[src/rtl/ssrs_pkg.sv]
// ssrs_pkg: shared widths, codes and state types for the servo sweep range scanner
// no dependencies; imported by servo_sweep_range_scanner_unit, its checker and its testbench
package ssrs_pkg;

  localparam int AngW      = 8;
  localparam int DistW     = 16;
  localparam int TimeW     = 32;
  localparam int ReqW      = 3;
  localparam int CfgIdxW   = 3;
  localparam int CfgDataW  = 16;
  localparam int WaitW     = 9;
  localparam int RadW      = 18;
  localparam int RootW     = 9;
  localparam int RemW      = 11;
  localparam int RootSteps = 9;
  localparam int CntW      = 4;
  localparam int SumW      = 10;

  localparam logic [RadW-1:0]  SlewK    = RadW'(729);
  localparam logic [SumW-1:0]  WaitBase = SumW'(100);
  localparam logic [WaitW-1:0] WaitMax  = WaitW'(511);

  typedef enum logic [ReqW-1:0] {
    REQ_TICK       = 3'd0,
    REQ_START_SCAN = 3'd1,
    REQ_START_SRCH = 3'd2,
    REQ_STOP       = 3'd3,
    REQ_SET_ANGLE  = 3'd4
  } req_e;

  typedef enum logic [1:0] {
    MODE_IDLE      = 2'd0,
    MODE_TURNING   = 2'd1,
    MODE_SCANNING  = 2'd2,
    MODE_SEARCHING = 2'd3
  } mode_e;

  typedef enum logic [1:0] {
    PH_CENTER   = 2'd0,
    PH_LEFT     = 2'd1,
    PH_RIGHT    = 2'd2,
    PH_COMPLETE = 2'd3
  } phase_e;

  typedef enum logic [CfgIdxW-1:0] {
    CFG_MIN_ANGLE   = 3'd0,
    CFG_MAX_ANGLE   = 3'd1,
    CFG_FRONT_ANGLE = 3'd2,
    CFG_SEARCH_STEP = 3'd3,
    CFG_NEAR_THRESH = 3'd4
  } cfg_idx_e;

  typedef enum logic [2:0] {
    S_IDLE = 3'd0,
    S_EXEC = 3'd1,
    S_PREP = 3'd2,
    S_ROOT = 3'd3,
    S_DONE = 3'd4
  } fsm_e;

endpackage

[src/rtl/servo_sweep_range_scanner_unit.sv]
// servo_sweep_range_scanner_unit: servo mode controller with serial turn-time root
// depends on ssrs_pkg
//
//   channel | direction | handshake              | payload
//   in      | in        | in_valid_i / in_stall_o | req_type, angle, distance, now_ms
//   out     | out       | out_valid_o / out_stall_i | servo_drive .. sensor_start
//   cfg     | in        | cfg_we_i                | cfg_idx_i, cfg_data_i
//
// one request at a time: the update (S_EXEC) comes first; a move adds the slew setup
// (S_PREP), and a move of nonzero angle then 9 root steps of 2 bits (S_ROOT); S_DONE loads
// the result; the result register frees the input side
// reset clears all mode and scan state; no clearing pass
// a stalled result holds; the next request is taken while it waits
module servo_sweep_range_scanner_unit (
  input  logic                           clk_i,
  input  logic                           rst_ni,
  input  logic                           cfg_we_i,
  input  logic [ssrs_pkg::CfgIdxW-1:0]   cfg_idx_i,
  input  logic [ssrs_pkg::CfgDataW-1:0]  cfg_data_i,
  input  logic                           in_valid_i,
  output logic                           in_stall_o,
  input  logic [ssrs_pkg::ReqW-1:0]      req_type_i,
  input  logic [ssrs_pkg::AngW-1:0]      angle_i,
  input  logic [ssrs_pkg::DistW-1:0]     distance_i,
  input  logic [ssrs_pkg::TimeW-1:0]     now_ms_i,
  output logic                           out_valid_o,
  input  logic                           out_stall_i,
  output logic                           servo_drive_o,
  output logic [ssrs_pkg::AngW-1:0]      servo_angle_o,
  output logic [1:0]                     mode_o,
  output logic                           object_found_o,
  output logic [ssrs_pkg::AngW-1:0]      object_angle_o,
  output logic [ssrs_pkg::DistW-1:0]     left_distance_o,
  output logic [ssrs_pkg::DistW-1:0]     center_distance_o,
  output logic [ssrs_pkg::DistW-1:0]     right_distance_o,
  output logic                           scan_done_o,
  output logic                           sensor_start_o
);
  import ssrs_pkg::*;

  // configuration
  logic [AngW-1:0]  min_q, max_q, front_q, step_q;
  logic [DistW-1:0] thr_q;

  // request
  logic [ReqW-1:0]  req_q;
  logic [AngW-1:0]  ang_q;
  logic [DistW-1:0] dist_q;
  logic [TimeW-1:0] now_q;

  // block state
  fsm_e             state_q, state_d;
  mode_e            mode_q, mode_d, after_q, after_d;
  phase_e           phase_q, phase_d;
  logic [AngW-1:0]  cur_q, cur_d, tgt_q, tgt_d, idx_q, idx_d, fang_q, fang_d;
  logic             found_q, found_d;
  logic [TimeW-1:0] start_q, start_d;
  logic [WaitW-1:0] wait_q;
  logic [DistW-1:0] left_q, left_d, center_q, center_d, right_q, right_d;
  logic             drive_q, drive_d, pulse_q, pulse_d, move_q, move_d;

  // root unit
  logic [RadW-1:0]  rad_q;
  logic [RemW-1:0]  rem_q, rem_sh, trial, rem_n;
  logic [RootW-1:0] root_q, root_n;
  logic [CntW-1:0]  cnt_q;
  logic [SumW-1:0]  wait_sum;
  logic [WaitW-1:0] wait_sat;
  logic [AngW-1:0]  slew_d;
  logic             root_last;

  // result register
  logic out_load, in_take;
  logic out_valid_q;

  always_ff @(posedge clk_i or negedge rst_ni) begin
    if (!rst_ni) begin
      min_q   <= '0;
      max_q   <= AngW'(180);
      front_q <= AngW'(90);
      step_q  <= AngW'(15);
      thr_q   <= DistW'(20);
    end else if (cfg_we_i) begin
      unique case (cfg_idx_e'(cfg_idx_i))
        CFG_MIN_ANGLE:   min_q   <= cfg_data_i[AngW-1:0];
        CFG_MAX_ANGLE:   max_q   <= cfg_data_i[AngW-1:0];
        CFG_FRONT_ANGLE: front_q <= cfg_data_i[AngW-1:0];
        CFG_SEARCH_STEP: step_q  <= cfg_data_i[AngW-1:0];
        CFG_NEAR_THRESH: thr_q   <= cfg_data_i[DistW-1:0];
        default: ;
      endcase
    end
  end

  // request update
  always_comb begin
    logic            mv;
    logic [AngW-1:0] mv_ang;
    mode_e           mv_next;
    logic [TimeW-1:0] elapsed;
    logic [2*AngW:0] nxt;
    logic            near;

    mode_d   = mode_q;
    after_d  = after_q;
    phase_d  = phase_q;
    cur_d    = cur_q;
    tgt_d    = tgt_q;
    idx_d    = idx_q;
    found_d  = found_q;
    fang_d   = fang_q;
    start_d  = start_q;
    left_d   = left_q;
    center_d = center_q;
    right_d  = right_q;
    drive_d  = 1'b0;
    pulse_d  = 1'b0;
    mv       = 1'b0;
    mv_ang   = ang_q;
    mv_next  = MODE_IDLE;
    elapsed  = now_q - start_q;
    near     = (dist_q <= thr_q);
    nxt      = (2*AngW+1)'(idx_q) * (2*AngW+1)'(step_q) + (2*AngW+1)'(min_q);

    unique case (req_e'(req_q))
      REQ_TICK: begin
        if (mode_q == MODE_TURNING && elapsed >= {{(TimeW-WaitW){1'b0}}, wait_q}) begin
          cur_d  = tgt_q;
          mode_d = after_q;
        end
        if (mode_d == MODE_TURNING) begin
          drive_d = 1'b1;
        end else if (mode_d == MODE_SEARCHING) begin
          if (near) begin
            found_d = 1'b1;
            fang_d  = cur_d;
            mv      = 1'b1;
            mv_ang  = front_q;
            mv_next = MODE_IDLE;
          end else if (!found_q) begin
            mv      = 1'b1;
            mv_next = MODE_SEARCHING;
            if (nxt > {{(AngW+1){1'b0}}, max_q}) begin
              mv_ang = min_q;
              idx_d  = AngW'(1);
            end else begin
              mv_ang = nxt[AngW-1:0];
              idx_d  = idx_q + AngW'(1);
            end
          end
        end else if (mode_d == MODE_SCANNING) begin
          case (phase_q)
            PH_CENTER: begin
              if (near) begin
                center_d = dist_q;
                cur_d    = front_q;
                mv       = 1'b1;
                mv_ang   = min_q;
                mv_next  = MODE_SCANNING;
                phase_d  = PH_LEFT;
              end
            end
            PH_LEFT: begin
              left_d  = dist_q;
              cur_d   = min_q;
              mv      = 1'b1;
              mv_ang  = max_q;
              mv_next = MODE_SCANNING;
              phase_d = PH_RIGHT;
            end
            PH_RIGHT: begin
              right_d = dist_q;
              cur_d   = max_q;
              mv      = 1'b1;
              mv_ang  = front_q;
              mv_next = MODE_SCANNING;
              phase_d = PH_COMPLETE;
            end
            default: ;
          endcase
        end
      end
      REQ_START_SCAN: begin
        if (mode_q == MODE_IDLE) begin
          phase_d = PH_CENTER;
          idx_d   = '0;
          pulse_d = 1'b1;
          mode_d  = MODE_SCANNING;
        end
      end
      REQ_START_SRCH: begin
        if (mode_q == MODE_IDLE) begin
          found_d = 1'b0;
          idx_d   = '0;
          pulse_d = 1'b1;
          mode_d  = MODE_SEARCHING;
        end
      end
      REQ_STOP: mode_d = MODE_IDLE;
      REQ_SET_ANGLE: begin
        mv      = 1'b1;
        mv_ang  = ang_q;
        mv_next = MODE_IDLE;
      end
      default: ;
    endcase

    // clamp: raise to min, then lower to max
    if (mv) begin
      if (mv_ang < min_q) mv_ang = min_q;
      if (mv_ang > max_q) mv_ang = max_q;
      tgt_d   = mv_ang;
      after_d = mv_next;
      mode_d  = MODE_TURNING;
      start_d = now_q;
    end
    move_d = mv;
  end

  // one root step: two radicand bits per cycle
  assign slew_d    = (tgt_q > cur_q) ? tgt_q - cur_q : cur_q - tgt_q;
  assign rem_sh    = {rem_q[RemW-3:0], rad_q[RadW-1 -: 2]};
  assign trial     = {root_q, 2'b01};
  assign rem_n     = (rem_sh >= trial) ? rem_sh - trial : rem_sh;
  assign root_n    = (rem_sh >= trial) ? {root_q[RootW-2:0], 1'b1} : {root_q[RootW-2:0], 1'b0};
  assign root_last = (cnt_q == CntW'(RootSteps - 1));
  assign wait_sum  = SumW'(root_n) + WaitBase;
  assign wait_sat  = (wait_sum > {1'b0, WaitMax}) ? WaitMax : wait_sum[WaitW-1:0];

  always_comb begin
    state_d = state_q;
    unique case (state_q)
      S_IDLE: if (in_take) state_d = S_EXEC;
      S_EXEC: state_d = move_d ? S_PREP : S_DONE;
      S_PREP: state_d = (slew_d == '0) ? S_DONE : S_ROOT;
      S_ROOT: if (root_last) state_d = S_DONE;
      S_DONE: if (out_load) state_d = S_IDLE;
      default: state_d = S_IDLE;
    endcase
  end

  always_comb begin
    in_stall_o = (state_q != S_IDLE);
    in_take    = in_valid_i && (state_q == S_IDLE);
    out_load   = (state_q == S_DONE) && (!out_valid_q || !out_stall_i);
  end

  always_ff @(posedge clk_i or negedge rst_ni) begin
    if (!rst_ni) begin
      state_q  <= S_IDLE;
      mode_q   <= MODE_IDLE;
      after_q  <= MODE_IDLE;
      phase_q  <= PH_CENTER;
      cur_q    <= '0;
      tgt_q    <= '0;
      idx_q    <= '0;
      found_q  <= 1'b0;
      fang_q   <= '0;
      start_q  <= '0;
      wait_q   <= '0;
      left_q   <= '0;
      center_q <= '0;
      right_q  <= '0;
      drive_q  <= 1'b0;
      pulse_q  <= 1'b0;
      move_q   <= 1'b0;
      cnt_q    <= '0;
      out_valid_q <= 1'b0;
    end else begin
      state_q <= state_d;
      if (state_q == S_EXEC) begin
        mode_q   <= mode_d;
        after_q  <= after_d;
        phase_q  <= phase_d;
        cur_q    <= cur_d;
        tgt_q    <= tgt_d;
        idx_q    <= idx_d;
        found_q  <= found_d;
        fang_q   <= fang_d;
        start_q  <= start_d;
        left_q   <= left_d;
        center_q <= center_d;
        right_q  <= right_d;
        drive_q  <= drive_d;
        pulse_q  <= pulse_d;
        move_q   <= move_d;
      end
      if (state_q == S_PREP) begin
        cnt_q <= '0;
        if (slew_d == '0) wait_q <= '0;
      end
      if (state_q == S_ROOT) begin
        cnt_q <= cnt_q + CntW'(1);
        if (root_last) wait_q <= wait_sat;
      end
      if (out_load) begin
        out_valid_q <= 1'b1;
      end else if (!out_stall_i) begin
        out_valid_q <= 1'b0;
      end
    end
  end

  // payload registers
  always_ff @(posedge clk_i) begin
    if (in_take) begin
      req_q  <= req_type_i;
      ang_q  <= angle_i;
      dist_q <= distance_i;
      now_q  <= now_ms_i;
    end
    if (state_q == S_PREP) begin
      rad_q  <= RadW'(slew_d) * SlewK;
      rem_q  <= '0;
      root_q <= '0;
    end
    if (state_q == S_ROOT) begin
      rad_q  <= {rad_q[RadW-3:0], 2'b00};
      rem_q  <= rem_n;
      root_q <= root_n;
    end
    if (out_load) begin
      servo_drive_o     <= drive_q;
      servo_angle_o     <= tgt_q;
      mode_o            <= mode_q;
      object_found_o    <= found_q;
      object_angle_o    <= found_q ? fang_q : '0;
      left_distance_o   <= left_q;
      center_distance_o <= center_q;
      right_distance_o  <= right_q;
      scan_done_o       <= (phase_q == PH_COMPLETE);
      sensor_start_o    <= pulse_q;
    end
  end

  assign out_valid_o = out_valid_q;

  a_result_after_done: assert property (@(posedge clk_i) disable iff (!rst_ni)
    $rose(out_valid_o) |-> $past(state_q == S_DONE))
    else $error("result appeared without a finished request");

  a_drive_only_turning: assert property (@(posedge clk_i) disable iff (!rst_ni)
    out_valid_o && servo_drive_o |-> mode_o == MODE_TURNING)
    else $error("servo drive outside turning");

  a_pulse_on_start: assert property (@(posedge clk_i) disable iff (!rst_ni)
    out_valid_o && sensor_start_o |-> mode_o == MODE_SCANNING || mode_o == MODE_SEARCHING)
    else $error("sensor start without scan or search");

  a_root_bound: assert property (@(posedge clk_i) disable iff (!rst_ni)
    state_q == S_ROOT |-> cnt_q < CntW'(RootSteps))
    else $error("root step count overran");

  a_move_goes_turning: assert property (@(posedge clk_i) disable iff (!rst_ni)
    state_q == S_PREP |-> move_q && mode_q == MODE_TURNING)
    else $error("slew setup without a move");

endmodule

[config.mk]
export PLATFORM = sky130hd
export DESIGN_NAME = servo_sweep_range_scanner_unit
export DESIGN_NICKNAME = d
export VERILOG_FILES = /design/src/rtl/ssrs_pkg.sv /design/src/rtl/servo_sweep_range_scanner_unit.sv
export SDC_FILE = /design/constraint.sdc
export NUM_CORES = 1
export LEC_CHECK = 0
export ABC_AREA = 1
export BUFFER_PORTS_ARGS = -buffer_cell sky130_fd_sc_hd__buf_4
export CAP_MARGIN = 30
export CORE_AREA = 4 4 136 268
export DETAILED_ROUTE_END_ITERATION = 10
export DIE_AREA = 0 0 140 272
export GPL_TIMING_DRIVEN = 0
export PLACE_DENSITY = 0.86
export SLEW_MARGIN = 20
export SYNTH_ARGS = -nofsm -noshare
export SYNTH_HDL_FRONTEND = slang
export SYNTH_SLANG_ARGS = --single-unit
[constraint.sdc]
create_clock -name clk_i -period 25.5 [get_ports clk_i]
set_input_delay 0 -clock clk_i [delete_from_list [all_inputs] [get_ports clk_i]]
set_output_delay 0 -clock clk_i [all_outputs]
set_load 0.05 [all_outputs]
Word-level counts from Yosys, hierarchy flattened
Index checks and enable logic that the tools add are counted.
Widths: inputs -> output; s select.

cells by class
  $add $sub $neg = 8
  $mul = 2
  order comparisons = 8
  equality and inequality tests = 38
  multiplexer cells = 87
  bitwise operators = 2
  reductions and logical operators = 36

operator list
  operator               count
  $mux 8                 23
  $mux 9                 10
  $pmux 8 s3             2
  $mux 18                2
  $mux 2                 17
  $ge 32x9->1            1
  $sub 32x32->32         1
  $ne 2x2->1 const B     12
  $eq 3x2->1 const B     6
  $mul 8x10->18 const B  1
  $reduce_and 6->1       3
  $add 16x8->17          1
  $gt 17x8->1            1
  $mux 1                 17
  $gt 8x8->1             2
  $le 16x16->1           1
  $mul 8x8->16           1
  $pmux 8 s2             1
  $sub 8x8->8            2
  $mux 3                 5
  $pmux 3 s5             1
  $reduce_and 2->1       7
  $reduce_and 7->1       2
  $ge 11x11->1           1
  other kinds (34)       61

storage, ports and cells
  register bits after elaboration = 351
  input bits = 83
  word-level logic and storage cells = 222

Logic depth before layout (Yosys ltp)
  word-level depth = 15
  mapped depth = 53

Least setup slack after synthesis
Ideal clock, no wire load.

  kind = register to register
  start point = reg step_q[1]
  end point = reg tgt_q[3]
  data arrival time = 7.958 ns
  data required time = 25.384 ns
  slack = 17.426 ns
  stages on the path, launching flop included = 43
  buffers on the path = 3
  clock period less this slack = 8.074 ns
  path through = dfstp_2 clkbuf_1 nand2_1 fa_1 inv_1 fa_1 inv_1 fa_1 fa_1 inv_1 ha_1 inv_1 o31ai_1 xor2_1 inv_1 ha_1 a21boi_0 o22ai_1 [7 not listed] nand2_1 a21oi_1 ha_1 nand2_1 nor2_1 a211oi_2 nand2_4 nand2_2 nand2_1 ha_1 a21oi_1 o21a_1 o221ai_1 o21ai_1 clkbuf_1 nand3_1 nand2_1 nand2_1

on the way
  longest elaborated chain between the ends = 14

ends and longest elaborated chain
  element                 line                                   RTL
  from (decl)             servo_sweep_range_scanner_unit.sv:42   logic [AngW-1:0] min_q, max_q, front_q, step_q;
  from (signal assigned)  servo_sweep_range_scanner_unit.sv:81   step_q <= AngW'(15);
  from (signal assigned)  servo_sweep_range_scanner_unit.sv:88   CFG_SEARCH_STEP: step_q <= cfg_data_i[AngW-1:0];
  $mul 8x8->16 *          servo_sweep_range_scanner_unit.sv:123  nxt = (2*AngW+1)'(idx_q) * (2*AngW+1)'(step_q) + (2*AngW+1)'(min_q);
  $add 16x8->17 *         servo_sweep_range_scanner_unit.sv:123
  $gt 17x8->1             servo_sweep_range_scanner_unit.sv:143  if (nxt > {{(AngW+1){1'b0}}, max_q}) begin
  $mux 8 *                servo_sweep_range_scanner_unit.sv:143
  $mux 8 *                servo_sweep_range_scanner_unit.sv:140  end else if (!found_q) begin
  $mux 8 *                servo_sweep_range_scanner_unit.sv:134  if (near) begin
  $mux 8 *                servo_sweep_range_scanner_unit.sv:133  end else if (mode_d == MODE_SEARCHING) begin
  $mux 8 *                servo_sweep_range_scanner_unit.sv:131  if (mode_d == MODE_TURNING) begin
  $mux 8 *                servo_sweep_range_scanner_unit.sv:125  unique case (req_e'(req_q))
  $lt 8x8->1              servo_sweep_range_scanner_unit.sv:210  if (mv_ang < min_q) mv_ang = min_q;
  $mux 8 *                servo_sweep_range_scanner_unit.sv:210
  $mux 8 *                servo_sweep_range_scanner_unit.sv:209  if (mv) begin
  $gt 8x8->1              servo_sweep_range_scanner_unit.sv:211  if (mv_ang > max_q) mv_ang = max_q;
  $mux 8 *                servo_sweep_range_scanner_unit.sv:211
  to (signal assigned)    servo_sweep_range_scanner_unit.sv:276  tgt_q <= tgt_d;
  to (decl)               servo_sweep_range_scanner_unit.sv:55   logic [AngW-1:0] cur_q, cur_d, tgt_q, tgt_d, idx_q, idx_d, fang_q, fang_d;

Every way passes the cells marked *; elsewhere a longest branch is shown, timed or not. The select of a mux whose other input is x is not followed.
A chain may end at the register's enable or synchronous reset.

Worst setup path in the final report
  start point = reg step_q[1]
  end point = reg tgt_q[0]

Same word-level chain as after synthesis.

==> metrics <==
status=finished clean; crit path kind=flop to flop; area grow syn2layout=17.7%; HPWL after DPL=50.6 mm; core area=34400 um^2; Worst Setup End Kind=flop; DIE WIDTH=140 um; commonest non-fill, non-tap cell in the layout=nand2_1; Tightest Pin Transition=0.945 ns; largest net degree at the start of global routing=75; DR vias/cell=5.92; Final Cycle Share=0.411; antenna violations before repair=1; setup TNS=0 ns; Final Net Count=3264; crit path time final=10.49 ns; Fin Clk Skew=0.0268 ns; f_max=95.3 MHz; WL per Instance=21.5 um; CP startpoint kind=flop; DRT iter0 DRCs=1432; gr usage total=0.377; Worst Setup EP=tgt_q[0]; overall die area=38100 um^2; most frequent cells in the layout=nand2_1 (605), inv_1 (493), ha_1 (199); worst skew pair latency=0.62 ns; hold_sp=now_ms_i[13]; post-synthesis cell count=2627; Synthesis Warnings=0; final setup margin=15.01 ns; worst relative slew slack=0.370; Final setup viols=0; Reg clk slew, reported paths=0.07 ns; mapped cell area=22700 um^2; Ports=155; Worst Setup SP=step_q[1]; Initial Utilization=0.661; vias=20000; max cap viols=0; critical path required time=25.99 ns; number of port buffers=154; FFs w/ async S/R, synth=0.530; clk sinks=351; vias in the first global route=21000; R2R setup slack=15.01 ns; clock buffer depth=3; antenna-violating nets left=0; Cell Rows=96; Reg-to-Reg Start=step_q[1]; number of synthesized flops with an enable pin=163; FF-to-FF path depth=40; Worst path max stage delay=0.73 ns; Max FO, Critical Path=10; Util after Layout=0.777; WHS=0.106 ns; worst r2r dst=tgt_q[0]; GP Congestion=0.966; HP Class=input pin to flop; RSZ-0062 raised after global routing=false; routed wire length=72.8 mm; syn nets=2975; clock tree root driver cell=clkbuf_16; Synth Area per Inst=8.64 um^2; Seq/Total Area, Yosys=0.423; fillers=2220; final hold viol count=0; Crit path arrival time=10.98 ns; Final Max Tran Viols=0; DR pass1 iterations=6; CTS Buf Count=31; global route overflow=0; post-synthesis register bit count=351; DP Worst Slack=15.54 ns; DR DRC count=0; htree depth=1; layout cells sized above 1=0.109; Die Ht=272 um; slowest CP cell=a21oi_1; Primary FF master, synth=dfrtp_1; Yosys cell types=56; first-pass GRT wire length=112 mm; CTS tree=done
[final cells by class]
class                           instances  area, um^2  share of cell area
Timing Repair Buffer                  256        2300              0.0861
Sequential cell                       351        9610               0.360
Clock buffer                           37         840              0.0314
Antenna cell                            1        2.50           0.0000937
Inverter                              510        1920              0.0717
Tap cell                              441         552              0.0207
Multi-Input combinational cell       1712       11000               0.411
Clock inverter                         21         297              0.0111
Buffer                                 54         221             0.00829
[per-layer routing]
metal | wire length, um | up-vias | GRT usage
met5 | 0 | - | 0
met3 | 4520 | 404 | 0.0538
met4 | 7220 | 0 | 0.300
li1 | - | 9032 | -
met2 | 39100 | 1096 | 0.707
met1 | 21900 | 9508 | 0.357
[how the worst min path moves through the flow]
stage / slack, ns / endpoint / cells past startpoint
after floorplan: -0.30 / after_q[0] / 0
after global placement: 0.18 / now_q[17] / 1
after detailed placement: -0.09 / start_q[11] / 1
after CTS: 0.08 / dist_q[6] / 2
final: 0.11 / now_q[13] / 2
after global routing: 0.1 / now_q[15] / 2
[synth_stat cells, types with 15 or more instances]
library cell / n / area share
nand2_1: 605 / 0.10
inv_1: 493 / 0.082
ha_1: 199 / 0.11
nor2_1: 175 / 0.029
dfrtp_1: 172 / 0.19
edfxtp_1: 163 / 0.22
o21ai_0: 162 / 0.036
a21oi_1: 132 / 0.029
nand3_1: 88 / 0.019
fa_1: 66 / 0.058
mux2i_1: 50 / 0.022
clkbuf_1: 45 / 0.0074
xor2_1: 29 / 0.011
nand2_2: 24 / 0.0066
nor3_1: 20 / 0.0044
o221ai_1: 16 / 0.0062
nand4_1: 15 / 0.0041
[what timing repair did]
action                                 in CTS  in global routing
buffers inserted                            0                  0
hold buffers                               90                  0
endpoints found under the hold margin     316                  0
gates resized for setup                     0                  0
[stage by stage]
step	instance area (um^2)	std cells
finish	26700	3383
detailed placement	24700	3234
global route	26700	3383
global placement	24400	3222
CTS	26700	3382
floorplan	22700	2627
[critical path, delay by kind of cell (launching register included)]
family,cells,cell delay (ns)
buffers and inverters,8,1.37
XOR/XNOR,1,0.64
AO/OA/AOI/OAI,12,3.12
adder cells (fa/ha/maj),8,3.40
AND/OR/NAND/NOR,11,1.29
flip-flops,1,0.53
[state kept, by name, indices dropped and copies added (netlist names), 9 cells and up]
register and flops:
rad_q 18, start_q 32, rem_q 9, left_q 16
now_q 32, left_distance_o 16, right_distance_o 16, right_q 16
root_q 9, dist_q 16, center_q 16, wait_q 9
thr_q 16, center_distance_o 16
[cells by family (layout without fill, tap and decap cells)]
logic type | after synthesis | count (layout) | share of synthesized area
mux | 50 | 50 | 0.0221
xor+xnor | 38 | 38 | 0.0147
simple gates | 971 | 971 | 0.181
buf+inv | 564 | 878 | 0.0942
other cells | 0 | 1 | 0
fa+ha+maj | 265 | 265 | 0.168
compound gates | 388 | 388 | 0.0971
flops | 351 | 351 | 0.423
Power is left out: the tool's default activity adds up to more than one toggle a clock period on the data nets, which glitch-free logic cannot reach.
